===== src/design/dct2_pkg.sv =====
// Shared types, constants and cosine tables for the orthonormal DCT-II core.
// No dependencies; imported by the controller, the datapath and the top level.
package dct2_pkg;

    // Transform size limits; the cosine table below is built for this size
    localparam int MAX_POINTS_LOG2 = 6;
    localparam int MAX_POINTS      = 1 << MAX_POINTS_LOG2;
    localparam int PTS_W           = 3;
    localparam int IDX_W           = MAX_POINTS_LOG2;
    localparam int CNT_W           = MAX_POINTS_LOG2 + 1;

    // Word field widths
    localparam int SAMPLE_W   = 16;
    localparam int COEF_W     = 20;
    localparam int IN_TDATA_W  = ((SAMPLE_W + 7) / 8) * 8;
    localparam int OUT_TDATA_W = ((COEF_W + IDX_W + 7) / 8) * 8;

    // Cosine phase: angle m * pi / (2 * MAX_POINTS), m modulo 4 * MAX_POINTS
    localparam int PHASE_W = MAX_POINTS_LOG2 + 2;
    localparam int QIDX_W  = MAX_POINTS_LOG2 + 1;
    localparam int QCOS_W  = 16;
    localparam int COS_W   = QCOS_W + 1;

    // Datapath widths
    localparam int PROD_W   = SAMPLE_W + COS_W;
    localparam int ACC_W    = PROD_W + MAX_POINTS_LOG2;
    localparam int MAG_W    = ACC_W - 1;
    localparam int SPLIT_W  = (MAG_W + 1) / 2;
    localparam int HALF_W   = 15;
    localparam int SPROD_W  = SPLIT_W + HALF_W;
    localparam int SCALE_W  = MAG_W + HALF_W;
    localparam int SUMR_W   = SCALE_W + 1;
    localparam int SH_W     = 6;
    localparam int RND_W    = SUMR_W - 15;

    // sqrt(1/2) in Q0.15 and the rounding shift bases
    localparam logic [HALF_W-1:0] SQRT_HALF_Q15   = 15'd23170;
    localparam logic [SH_W-1:0]   SHIFT_EVEN_BASE = 6'd15;
    localparam logic [SH_W-1:0]   SHIFT_ODD_BASE  = 6'd30;

    // Saturation limits of the coefficient magnitude
    localparam logic [COEF_W-1:0] COEF_POS_MAG = 20'h7FFFF;
    localparam logic [COEF_W-1:0] COEF_NEG_MAG = 20'h80000;

    // Controller states
    typedef enum logic [2:0] {
        S_COLLECT,
        S_ISSUE,
        S_DRAIN,
        S_MAG,
        S_SCALE,
        S_SUM,
        S_ROUND,
        S_EMIT
    } dct2_state_t;

    // Controller to datapath commands
    typedef struct packed {
        logic             wr_en;
        logic [IDX_W-1:0] wr_addr;
        logic             issue;
        logic             issue_first;
        logic             issue_last;
        logic [IDX_W-1:0] n;
        logic [IDX_W-1:0] k;
        logic             k_last;
        logic [PTS_W-1:0] points_log2;
        logic             mag_en;
        logic             scale_en;
        logic             sum_en;
        logic             round_en;
        logic             out_load;
    } dct2_cmd_t;

    // Datapath to controller status
    typedef struct packed {
        logic mac_done;
        logic out_free;
    } dct2_sts_t;

    // Quarter-wave cosine, round(32768 * cos(pi * q / (2 * MAX_POINTS))), q = 0..MAX_POINTS
    function automatic logic [QCOS_W-1:0] quarter_cos(input logic [QIDX_W-1:0] q);
        logic [QCOS_W-1:0] r;
        case (q)
            7'd0:  r = 16'd32768;
            7'd1:  r = 16'd32758;
            7'd2:  r = 16'd32729;
            7'd3:  r = 16'd32679;
            7'd4:  r = 16'd32610;
            7'd5:  r = 16'd32522;
            7'd6:  r = 16'd32413;
            7'd7:  r = 16'd32286;
            7'd8:  r = 16'd32138;
            7'd9:  r = 16'd31972;
            7'd10: r = 16'd31786;
            7'd11: r = 16'd31581;
            7'd12: r = 16'd31357;
            7'd13: r = 16'd31114;
            7'd14: r = 16'd30853;
            7'd15: r = 16'd30572;
            7'd16: r = 16'd30274;
            7'd17: r = 16'd29957;
            7'd18: r = 16'd29622;
            7'd19: r = 16'd29269;
            7'd20: r = 16'd28899;
            7'd21: r = 16'd28511;
            7'd22: r = 16'd28106;
            7'd23: r = 16'd27684;
            7'd24: r = 16'd27246;
            7'd25: r = 16'd26791;
            7'd26: r = 16'd26320;
            7'd27: r = 16'd25833;
            7'd28: r = 16'd25330;
            7'd29: r = 16'd24812;
            7'd30: r = 16'd24279;
            7'd31: r = 16'd23732;
            7'd32: r = 16'd23170;
            7'd33: r = 16'd22595;
            7'd34: r = 16'd22006;
            7'd35: r = 16'd21403;
            7'd36: r = 16'd20788;
            7'd37: r = 16'd20160;
            7'd38: r = 16'd19520;
            7'd39: r = 16'd18868;
            7'd40: r = 16'd18205;
            7'd41: r = 16'd17531;
            7'd42: r = 16'd16846;
            7'd43: r = 16'd16151;
            7'd44: r = 16'd15447;
            7'd45: r = 16'd14733;
            7'd46: r = 16'd14010;
            7'd47: r = 16'd13279;
            7'd48: r = 16'd12540;
            7'd49: r = 16'd11793;
            7'd50: r = 16'd11039;
            7'd51: r = 16'd10279;
            7'd52: r = 16'd9512;
            7'd53: r = 16'd8740;
            7'd54: r = 16'd7962;
            7'd55: r = 16'd7180;
            7'd56: r = 16'd6393;
            7'd57: r = 16'd5602;
            7'd58: r = 16'd4808;
            7'd59: r = 16'd4011;
            7'd60: r = 16'd3212;
            7'd61: r = 16'd2411;
            7'd62: r = 16'd1608;
            7'd63: r = 16'd804;
            default: r = 16'd0;
        endcase
        return r;
    endfunction

    // Full-circle cosine in Q1.15 by folding onto the quarter wave
    function automatic logic signed [COS_W-1:0] full_cos(input logic [PHASE_W-1:0] m);
        logic [QIDX_W-1:0] q;
        logic              neg;
        logic [COS_W-1:0]  mag;
        if (m <= PHASE_W'(MAX_POINTS)) begin
            q   = QIDX_W'(m);
            neg = 1'b0;
        end
        else if (m <= PHASE_W'(2 * MAX_POINTS)) begin
            q   = QIDX_W'(PHASE_W'(2 * MAX_POINTS) - m);
            neg = 1'b1;
        end
        else if (m < PHASE_W'(3 * MAX_POINTS)) begin
            q   = QIDX_W'(m - PHASE_W'(2 * MAX_POINTS));
            neg = 1'b1;
        end
        else begin
            q   = QIDX_W'(~m + PHASE_W'(1));
            neg = 1'b0;
        end
        mag = {1'b0, quarter_cos(q)};
        return neg ? -$signed(mag) : $signed(mag);
    endfunction

endpackage


===== src/design/dct_type2_orthonormal_core.sv =====
// Orthonormal DCT-II core, top level: controller plus datapath with stream ports.
// Depends on dct2_pkg, dct2_ctrl, dct2_datapath (and dct2_ram below it).
//
// Collects N = 2^points_log2 signed 16-bit samples (one word each on the slave side)
// and, after the N-th sample, sends N coefficients F[0..N-1] in order on the master
// side, with coef_index and tlast on F[N-1]. Samples are taken at one word per cycle;
// each coefficient is then formed by the single multiply-accumulate pipeline that reads
// one stored sample per cycle, its drain, and five scaling, rounding and output steps.
// No sample is taken while coefficients are being computed. Writing points_log2
// (values above 6 read as 6) discards any partial block; write it only while the
// core is idle. There is no clearing pass after reset.
module dct_type2_orthonormal_core
    import dct2_pkg::*;
(
    input  logic                   clk,
    input  logic                   rst_n,
    // Sample words
    input  logic                   s_tvalid,
    output logic                   s_tready,
    input  logic [IN_TDATA_W-1:0]  s_tdata,   // [15:0] sample
    // Coefficient words
    output logic                   m_tvalid,
    input  logic                   m_tready,
    output logic [OUT_TDATA_W-1:0] m_tdata,   // [19:0] coefficient, [25:20] coef_index
    output logic                   m_tlast,   // last_coef
    // Length register
    input  logic                   cfg_we,
    input  logic [PTS_W-1:0]       cfg_wdata  // points_log2
);

    dct2_cmd_t cmd;
    dct2_sts_t sts;

    // Sequencing
    dct2_ctrl u_ctrl (
        .clk       (clk),
        .rst_n     (rst_n),
        .s_tvalid  (s_tvalid),
        .s_tready  (s_tready),
        .cfg_we    (cfg_we),
        .cfg_wdata (cfg_wdata),
        .sts       (sts),
        .cmd       (cmd)
    );

    // Arithmetic and storage
    dct2_datapath u_datapath (
        .clk      (clk),
        .rst_n    (rst_n),
        .sample   (s_tdata[SAMPLE_W-1:0]),
        .cmd      (cmd),
        .sts      (sts),
        .m_tvalid (m_tvalid),
        .m_tready (m_tready),
        .m_tdata  (m_tdata),
        .m_tlast  (m_tlast)
    );

endmodule


===== src/design/dct2_ram.sv =====
// Generic simple dual-port RAM: one write port, one read port, registered read data.
// No dependencies.
module dct2_ram #(
    parameter int WIDTH = 16,
    parameter int DEPTH = 64,
    localparam int ADDR_W = $clog2(DEPTH)
) (
    input  logic              clk,
    input  logic              we,
    input  logic [ADDR_W-1:0] waddr,
    input  logic [WIDTH-1:0]  wdata,
    input  logic              re,
    input  logic [ADDR_W-1:0] raddr,
    output logic [WIDTH-1:0]  rdata
);

    logic [WIDTH-1:0] mem [DEPTH];
    logic [WIDTH-1:0] rdata_reg;

    // Write port
    always_ff @(posedge clk)
    begin
        if (we)
        begin
            mem[waddr] <= wdata;
        end
    end

    // Registered read port
    always_ff @(posedge clk)
    begin
        if (re)
        begin
            rdata_reg <= mem[raddr];
        end
    end

    assign rdata = rdata_reg;

endmodule


===== src/design/dct2_ctrl.sv =====
// Controller for the DCT-II core: sample collection, coefficient sequencing,
// length register. Depends on dct2_pkg; drives dct2_datapath by command struct.
module dct2_ctrl
    import dct2_pkg::*;
(
    input  logic             clk,
    input  logic             rst_n,
    input  logic             s_tvalid,
    output logic             s_tready,
    input  logic             cfg_we,
    input  logic [PTS_W-1:0] cfg_wdata,
    input  dct2_sts_t        sts,
    output dct2_cmd_t        cmd
);

    dct2_state_t      state_reg, state_next;
    logic [PTS_W-1:0] points_reg, points_next;
    logic [IDX_W-1:0] count_reg, count_next;
    logic [IDX_W-1:0] n_reg, n_next;
    logic [IDX_W-1:0] k_reg, k_next;
    logic [IDX_W-1:0] last_idx;

    // Highest index of the current block, N - 1
    assign last_idx = IDX_W'((CNT_W'(1) << points_reg) - CNT_W'(1));

    // State and counters
    always_ff @(posedge clk or negedge rst_n)
    begin
        if (!rst_n)
        begin
            state_reg  <= S_COLLECT;
            points_reg <= PTS_W'(3);
            count_reg  <= '0;
            n_reg      <= '0;
            k_reg      <= '0;
        end
        else
        begin
            state_reg  <= state_next;
            points_reg <= points_next;
            count_reg  <= count_next;
            n_reg      <= n_next;
            k_reg      <= k_next;
        end
    end

    // Next state and commands
    always_comb
    begin
        state_next  = state_reg;
        points_next = points_reg;
        count_next  = count_reg;
        n_next      = n_reg;
        k_next      = k_reg;
        s_tready    = 1'b0;

        cmd             = '0;
        cmd.wr_addr     = count_reg;
        cmd.n           = n_reg;
        cmd.k           = k_reg;
        cmd.k_last      = (k_reg == last_idx);
        cmd.points_log2 = points_reg;
        cmd.issue_first = (n_reg == '0);
        cmd.issue_last  = (n_reg == last_idx);

        unique case (state_reg)
            S_COLLECT:
            begin
                s_tready = 1'b1;
                if (s_tvalid)
                begin
                    cmd.wr_en = 1'b1;
                    if (count_reg == last_idx)
                    begin
                        count_next = '0;
                        n_next     = '0;
                        k_next     = '0;
                        state_next = S_ISSUE;
                    end
                    else
                    begin
                        count_next = count_reg + IDX_W'(1);
                    end
                end
            end
            S_ISSUE:
            begin
                cmd.issue = 1'b1;
                if (n_reg == last_idx)
                begin
                    n_next     = '0;
                    state_next = S_DRAIN;
                end
                else
                begin
                    n_next = n_reg + IDX_W'(1);
                end
            end
            S_DRAIN:
            begin
                if (sts.mac_done)
                begin
                    state_next = S_MAG;
                end
            end
            S_MAG:
            begin
                cmd.mag_en = 1'b1;
                state_next = S_SCALE;
            end
            S_SCALE:
            begin
                cmd.scale_en = 1'b1;
                state_next   = S_SUM;
            end
            S_SUM:
            begin
                cmd.sum_en = 1'b1;
                state_next = S_ROUND;
            end
            S_ROUND:
            begin
                cmd.round_en = 1'b1;
                state_next   = S_EMIT;
            end
            S_EMIT:
            begin
                if (sts.out_free)
                begin
                    cmd.out_load = 1'b1;
                    if (k_reg == last_idx)
                    begin
                        state_next = S_COLLECT;
                    end
                    else
                    begin
                        k_next     = k_reg + IDX_W'(1);
                        state_next = S_ISSUE;
                    end
                end
            end
            default:
            begin
                state_next = S_COLLECT;
            end
        endcase

        // Length write: saturate and drop the partial block
        if (cfg_we)
        begin
            points_next = (cfg_wdata > PTS_W'(MAX_POINTS_LOG2)) ? PTS_W'(MAX_POINTS_LOG2)
                                                                 : cfg_wdata;
            count_next  = '0;
        end
    end

`ifndef ASSERT_OFF
    // The accumulator only finishes while the controller waits for it
    assert property (@(posedge clk) disable iff (!rst_n)
        sts.mac_done |-> state_reg == S_DRAIN)
        else $error("mac_done outside drain state");

    // Never overwrite a result word that is still waiting
    assert property (@(posedge clk) disable iff (!rst_n)
        cmd.out_load |-> sts.out_free)
        else $error("output loaded while stalled");

    // A block of samples ends with a run of issues
    assert property (@(posedge clk) disable iff (!rst_n)
        (state_reg == S_COLLECT) && s_tvalid && (count_reg == last_idx) && !cfg_we
        |=> state_reg == S_ISSUE && n_reg == '0 && k_reg == '0)
        else $error("block end did not start coefficient k = 0");
`endif

endmodule


===== src/design/dct2_datapath.sv =====
// Datapath for the DCT-II core: sample store, cosine multiply-accumulate pipeline,
// sqrt(1/2) scaling, rounding, saturation and output register. Depends on dct2_pkg, dct2_ram.
module dct2_datapath
    import dct2_pkg::*;
(
    input  logic                   clk,
    input  logic                   rst_n,
    input  logic [SAMPLE_W-1:0]    sample,
    input  dct2_cmd_t              cmd,
    output dct2_sts_t              sts,
    output logic                   m_tvalid,
    input  logic                   m_tready,
    output logic [OUT_TDATA_W-1:0] m_tdata,
    output logic                   m_tlast
);

    // Sample store
    logic [SAMPLE_W-1:0] rdata;

    dct2_ram #(
        .WIDTH (SAMPLE_W),
        .DEPTH (MAX_POINTS)
    ) u_store (
        .clk   (clk),
        .we    (cmd.wr_en),
        .waddr (cmd.wr_addr),
        .wdata (sample),
        .re    (cmd.issue),
        .raddr (cmd.n),
        .rdata (rdata)
    );

    // Phase of x[n] for coefficient k: ((2n+1) * k) << (MAX - p), modulo full circle
    logic [IDX_W:0]                 odd_n;
    logic [2*IDX_W:0]               phase_prod;
    logic [PTS_W-1:0]               phase_sh;
    logic [2*IDX_W+MAX_POINTS_LOG2:0] phase_wide;
    logic [PHASE_W-1:0]             phase;

    assign odd_n      = {cmd.n, 1'b1};
    assign phase_prod = (2*IDX_W+1)'(odd_n) * (2*IDX_W+1)'(cmd.k);
    assign phase_sh   = PTS_W'(MAX_POINTS_LOG2) - cmd.points_log2;
    assign phase_wide = (2*IDX_W+MAX_POINTS_LOG2+1)'(phase_prod) << phase_sh;
    assign phase      = phase_wide[PHASE_W-1:0];

    // Multiply-accumulate pipeline registers
    logic                       v1_reg, v2_reg, v3_reg;
    logic                       first1_reg, first2_reg, first3_reg;
    logic                       last1_reg, last2_reg, last3_reg;
    logic [PHASE_W-1:0]         phase1_reg;
    logic signed [COS_W-1:0]    cos2_reg;
    logic signed [SAMPLE_W-1:0] samp2_reg;
    logic signed [PROD_W-1:0]   prod3_reg;
    logic signed [ACC_W-1:0]    acc_reg, acc_next;
    logic                       done_reg;

    // Advance the valid and tag line
    always_ff @(posedge clk or negedge rst_n)
    begin
        if (!rst_n)
        begin
            v1_reg   <= 1'b0;
            v2_reg   <= 1'b0;
            v3_reg   <= 1'b0;
            done_reg <= 1'b0;
        end
        else
        begin
            v1_reg   <= cmd.issue;
            v2_reg   <= v1_reg;
            v3_reg   <= v2_reg;
            done_reg <= v3_reg && last3_reg;
        end
    end

    // Accumulate from the first product of a coefficient
    assign acc_next = first3_reg ? ACC_W'(prod3_reg) : acc_reg + ACC_W'(prod3_reg);

    // Pipeline payload
    always_ff @(posedge clk)
    begin
        first1_reg <= cmd.issue_first;
        last1_reg  <= cmd.issue_last;
        phase1_reg <= phase;
        first2_reg <= first1_reg;
        last2_reg  <= last1_reg;
        cos2_reg   <= full_cos(phase1_reg);
        samp2_reg  <= $signed(rdata);
        first3_reg <= first2_reg;
        last3_reg  <= last2_reg;
        prod3_reg  <= PROD_W'(samp2_reg) * PROD_W'(cos2_reg);
        if (v3_reg)
        begin
            acc_reg <= acc_next;
        end
    end

    // Scale selection: h = p for k = 0, p - 1 otherwise
    logic [PTS_W-1:0] h;
    logic             h_odd;
    logic [SH_W-1:0]  sh;

    assign h     = (cmd.k == '0) ? cmd.points_log2 : cmd.points_log2 - PTS_W'(1);
    assign h_odd = h[0];
    assign sh    = (h_odd ? SHIFT_ODD_BASE : SHIFT_EVEN_BASE) + SH_W'(h >> 1);

    // Post-processing registers
    logic                 neg_reg;
    logic [MAG_W-1:0]     mag_reg;
    logic [SPROD_W-1:0]   lo_prod_reg, hi_prod_reg;
    logic [SCALE_W-1:0]   scaled_reg;
    logic [RND_W-1:0]     rnd_reg;
    logic [SUMR_W-1:0]    half;
    logic [SUMR_W-1:0]    rounded;

    assign half    = SUMR_W'(1) << (sh - SH_W'(1));
    assign rounded = (SUMR_W'(scaled_reg) + half) >> sh;

    // Magnitude, split scaling, sum and rounding, one step per command
    always_ff @(posedge clk)
    begin
        if (cmd.mag_en)
        begin
            neg_reg <= acc_reg[ACC_W-1];
            mag_reg <= acc_reg[ACC_W-1] ? MAG_W'(-acc_reg) : MAG_W'(acc_reg);
        end
        if (cmd.scale_en)
        begin
            lo_prod_reg <= SPROD_W'(mag_reg[SPLIT_W-1:0]) * SPROD_W'(SQRT_HALF_Q15);
            hi_prod_reg <= SPROD_W'(mag_reg[MAG_W-1:SPLIT_W]) * SPROD_W'(SQRT_HALF_Q15);
        end
        if (cmd.sum_en)
        begin
            scaled_reg <= h_odd ? (SCALE_W'(hi_prod_reg) << SPLIT_W) + SCALE_W'(lo_prod_reg)
                                : SCALE_W'(mag_reg);
        end
        if (cmd.round_en)
        begin
            rnd_reg <= RND_W'(rounded);
        end
    end

    // Saturate and restore the sign
    logic [COEF_W-1:0] cap;
    logic [COEF_W-1:0] coef;

    always_comb
    begin
        if (neg_reg)
        begin
            cap = (rnd_reg > RND_W'(COEF_NEG_MAG)) ? COEF_NEG_MAG : COEF_W'(rnd_reg);
        end
        else
        begin
            cap = (rnd_reg > RND_W'(COEF_POS_MAG)) ? COEF_POS_MAG : COEF_W'(rnd_reg);
        end
        coef = neg_reg ? -cap : cap;
    end

    // Output word register
    logic              out_valid_reg;
    logic [COEF_W-1:0] out_coef_reg;
    logic [IDX_W-1:0]  out_idx_reg;
    logic              out_last_reg;

    always_ff @(posedge clk or negedge rst_n)
    begin
        if (!rst_n)
        begin
            out_valid_reg <= 1'b0;
        end
        else if (cmd.out_load)
        begin
            out_valid_reg <= 1'b1;
        end
        else if (m_tready)
        begin
            out_valid_reg <= 1'b0;
        end
    end

    always_ff @(posedge clk)
    begin
        if (cmd.out_load)
        begin
            out_coef_reg <= coef;
            out_idx_reg  <= cmd.k;
            out_last_reg <= cmd.k_last;
        end
    end

    assign m_tvalid     = out_valid_reg;
    assign m_tdata      = OUT_TDATA_W'({out_idx_reg, out_coef_reg});
    assign m_tlast      = out_last_reg;
    assign sts.out_free = !out_valid_reg || m_tready;
    assign sts.mac_done = done_reg;

`ifndef ASSERT_OFF
    // After the last issue, done_reg rises once the product has passed the v1, v2 and v3 stages
    assert property (@(posedge clk) disable iff (!rst_n)
        cmd.issue && cmd.issue_last |-> ##4 done_reg)
        else $error("accumulator did not finish on time");

    // A loaded result word is presented on the next cycle
    assert property (@(posedge clk) disable iff (!rst_n)
        cmd.out_load |=> out_valid_reg && out_idx_reg == $past(cmd.k))
        else $error("output word not presented after load");

    // Post-processing never runs while products are still in flight
    assert property (@(posedge clk) disable iff (!rst_n)
        (cmd.mag_en || cmd.scale_en || cmd.sum_en || cmd.round_en)
        |-> !v1_reg && !v2_reg && !v3_reg)
        else $error("scaling overlaps accumulation");
`endif

endmodule

===== config.mk =====
export PLATFORM = sky130hd
export DESIGN_NAME = dct_type2_orthonormal_core
export DESIGN_NICKNAME = d
export VERILOG_FILES = /design/src/design/dct2_pkg.sv /design/src/design/dct_type2_orthonormal_core.sv /design/src/design/dct2_ram.sv /design/src/design/dct2_ctrl.sv /design/src/design/dct2_datapath.sv
export SDC_FILE = /design/constraint.sdc
export NUM_CORES = 2
export LEC_CHECK = 0
export ABC_AREA = 0
export BUFFER_PORTS_ARGS = -buffer_cell sky130_fd_sc_hd__buf_2
export CAP_MARGIN = 20
export CORE_UTILIZATION = 65
export DETAILED_ROUTE_END_ITERATION = 10
export GPL_TIMING_DRIVEN = 0
export PLACE_DENSITY = 0.81
export SKIP_LAST_GASP = 1
export SLEW_MARGIN = 30
export SYNTH_ARGS = -nofsm -noshare
export SYNTH_HDL_FRONTEND = slang
export SYNTH_SLANG_ARGS = --single-unit

===== constraint.sdc =====
create_clock -name clk -period 24.5 [get_ports clk]
set_clock_uncertainty 0.1 [all_clocks]
set_input_delay 1.225 -clock clk [delete_from_list [all_inputs] [get_ports clk]]
set_output_delay 1.225 -clock clk [all_outputs]
set_load 0.03 [all_outputs]

==> flow_summary.yaml <==
routing:
  drt_pass1_iterations: 10
  drt_iter0_drc: 7996
  drtAntennaViolNets: 0
  viasPerCell: 6.89
  wl_per_cell_um: 30.7
  vias: 58442
  routed_wirelength_mm: 260
  remaining_drc_errors: 0
sta:
  fin_tns_setup_ps: 0
  fin_ws_ps: 10800
  finalSetupViolations: 0
  min_period_ps: 13700
  grt_setup_unrepaired: "false"
  hold_violations: 0
  slew_violations: 0
  fin_crit_sh_pct: 55.9
  tightestPinTransition_ps: 1090
  slew_headroom_pct: 26.8
  fmax_ghz: 0.0730
worst_setup_path:
  reg2regPathDepth: 38
  critPathCaptureType: "flip-flop"
  critPathRequiredTime_ps: 24940
  crit_top_cell: "clkbuf_1"
  crit_arrival_ps: 14140
  crit_type: "flip-flop to flip-flop"
  worstPathMaxFanout: 10
  worst_path_largest_cell_delay_ps: 850
  critPathSlowestCell: "a211oi_1"
  start_kind: "flip-flop"
floorplanning:
  design.die.area_mm2: 0.130
  die_x_um: 361
  die_h_um: 361
  num_rows: 131
  num_io_pins: 59
  core-area_mm2: 0.128
  start_util_pct: 65.6
outcome:
  status: "finished, final reports clean"
synth:
  synth-seq-cells: 1412
  synth.cell_area_mm2: 0.0836
  ys_seq_area_share_pct: 49.6
  synth.avg_cell_area_um2: 13.0
  synth_edf_count: 1303
  synthArstFlopShare_pct: 2.05
  yosysWarnings: 0
  yosysUniqueCellTypes: 99
  synth_ff_type: "edfxtp_1"
  netlist_instances: 6413
placement:
  placed_cell_area_mm2: 0.0871
  placedCellCount: 8205
  io_buffers: 52
  dp_slack_ps: 11210
  dp_hpwl_mm: 174
  gp_congestion: 1.00
clock_network:
  cts-resized-gates: 0
  clk_pin_slew_ps: 60
  clock_sinks: 1412
  hold_buffers: 0
  tritoncts: "done"
  htreeDepth: 4
  cts_setup_buffers: 0
  clk_latency_ps: 820
  root_buffer: "clkbuf_16"
  ctsLongestPathBuffers: 3
  numCtsBuffers: 143
finish:
  fin_area_mm2: 0.0919
  largest_register_ffs: 1024
  fin_nets: 7569
  seq_area_mm2: 0.0415
  fillers: 7962
  multi_input_area_mm2: 0.0392
  layout-drive-gt1-share_pct: 13.2
  area.growth.synth_to_final_pct: 9.91
  stdcell_count: 8481
global_route:
  grt_start_max_net_pins: 65
  grtUsageTotal_pct: 40.6
  antenna_found_initial: 24
  first_global_vias: 58432
  grt_overflow_total: 0
  grt_first_pass_wirelength_mm: 384
flow_run:
  drv_cap: 0
worst_hold_path:
  hold_path_class: "flip-flop to flip-flop"
  whs_path_depth: 0
cells by family (layout without fill, tap and decap cells):
group                    Yosys count  in the layout  synth area share (%)
multiplexers                     419            419                  10.3
buffers and inverters            899           1278                  4.11
adder cells (fa/ha/maj)          855            855                  16.4
AO/OA/AOI/OAI                   1027           1027                  8.12
XOR/XNOR                         280            280                  2.96
AND/OR/NAND/NOR                 1520           1520                  8.54
other                              1             28               0.00448
flip-flops                      1412           1412                  49.6
path summary, 6_finish.rpt:
check | start | to | slack, ps
max in group asynchronous | rst_n | u_datapath.v3_reg | 23320
worst max-delay path | u_ctrl.k_reg[1] | u_datapath.rnd_reg[15] | 10800
worst min register to register | u_datapath.first1_reg | u_datapath.first2_reg | 230
min in group asynchronous | rst_n | u_ctrl.count_reg[3] | 380
worst max register to register | u_ctrl.k_reg[1] | u_datapath.rnd_reg[15] | 10800
worst min-delay path | u_datapath.first1_reg | u_datapath.first2_reg | 230
layer usage:
layer  vias to the layer above  track usage (%)  share of wire [%]
li1                      24086                -                  -
met1                     28902             49.6                 35
met2                      4277             64.4                 47
met3                      1153             10.5                 11
met4                        24             26.1                7.8
met5                         -            0.629              0.098
critical path, delay by kind of cell (launching register included):
kind,cells,cell delay (ps)
flip-flops,1,460
adder cells (fa/ha/maj),6,1600
XOR/XNOR,2,570
buffers and inverters,14,4490
AO/OA/AOI/OAI,7,3210
AND/OR/NAND/NOR,9,2970
synth_stat cells (44+ instances only):
| library cell | number | share of area, % |
|---|---|---|
| nor3_1 | 81 | 0.48 |
| edfxtp_1 | 1303 | 47 |
| nor2_1 | 354 | 1.6 |
| a31oi_1 | 45 | 0.34 |
| fa_1 | 400 | 9.6 |
| dfxtp_1 | 80 | 1.9 |
| mux2i_1 | 46 | 0.55 |
| xnor2_1 | 176 | 1.8 |
| ha_1 | 455 | 6.8 |
| inv_1 | 619 | 2.8 |
| xor2_1 | 102 | 1.1 |
| o21ai_0 | 251 | 1.5 |
| buf_1 | 48 | 0.22 |
| and2_1 | 132 | 0.99 |
| nand2_1 | 565 | 2.5 |
| mux4_2 | 351 | 9.5 |
| nand3_1 | 87 | 0.52 |
| a21oi_1 | 243 | 1.5 |
| clkbuf_1 | 208 | 0.93 |
| a21o_1 | 72 | 0.65 |
| nand2b_1 | 44 | 0.33 |
through the flow:
step | hold WS [ps] | util (%)
after global placement | 212 | 67.5
after floorplan | 210 | -
after detailed placement | 212 | 68.3
final | 227 | 72.1
after global routing | 238 | 72.1
after CTS | 229 | 72.0
placed cells by master (no fill, tap or decap), drive strengths merged, types with 17 or more instances in the layout:
master  instances
edfxtp       1303
inv           628
nand2         565
ha            455
fa            400
clkbuf        395
nor2          354
mux4          351
o21ai         261
a21oi         244
xnor2         178
buf           167
and2          133
xor2          102
nand3          89
nor3           81
dfxtp          80
a21o           72
clkinv         69
mux2i          46
a31oi          45
nand2b         45
o31ai          43
or3            43
a211oi         43
o21a           35
nand4          35
and3           32
o211ai         31
nor2b          30
or2            28
dfrtp          27
mux2           22
nor4           21
o22ai          17
or4            17
cell type report:
| cell class | instances | share of cell area [%] |
|---|---|---|
| sequential | 1412 | 45.1 |
| multi-input combinational | 4117 | 42.6 |
| clock buffer | 173 | 4.04 |
| inverter | 626 | 2.56 |
| tap | 1662 | 2.26 |
| buffer | 273 | 1.23 |
| timing repair buffer | 117 | 1.12 |
| clock inverter | 89 | 1.07 |
| antenna | 12 | 0.0327 |
Power is left out: the tool's default activity adds up to more than one toggle a clock period on the data nets, which glitch-free logic cannot reach.
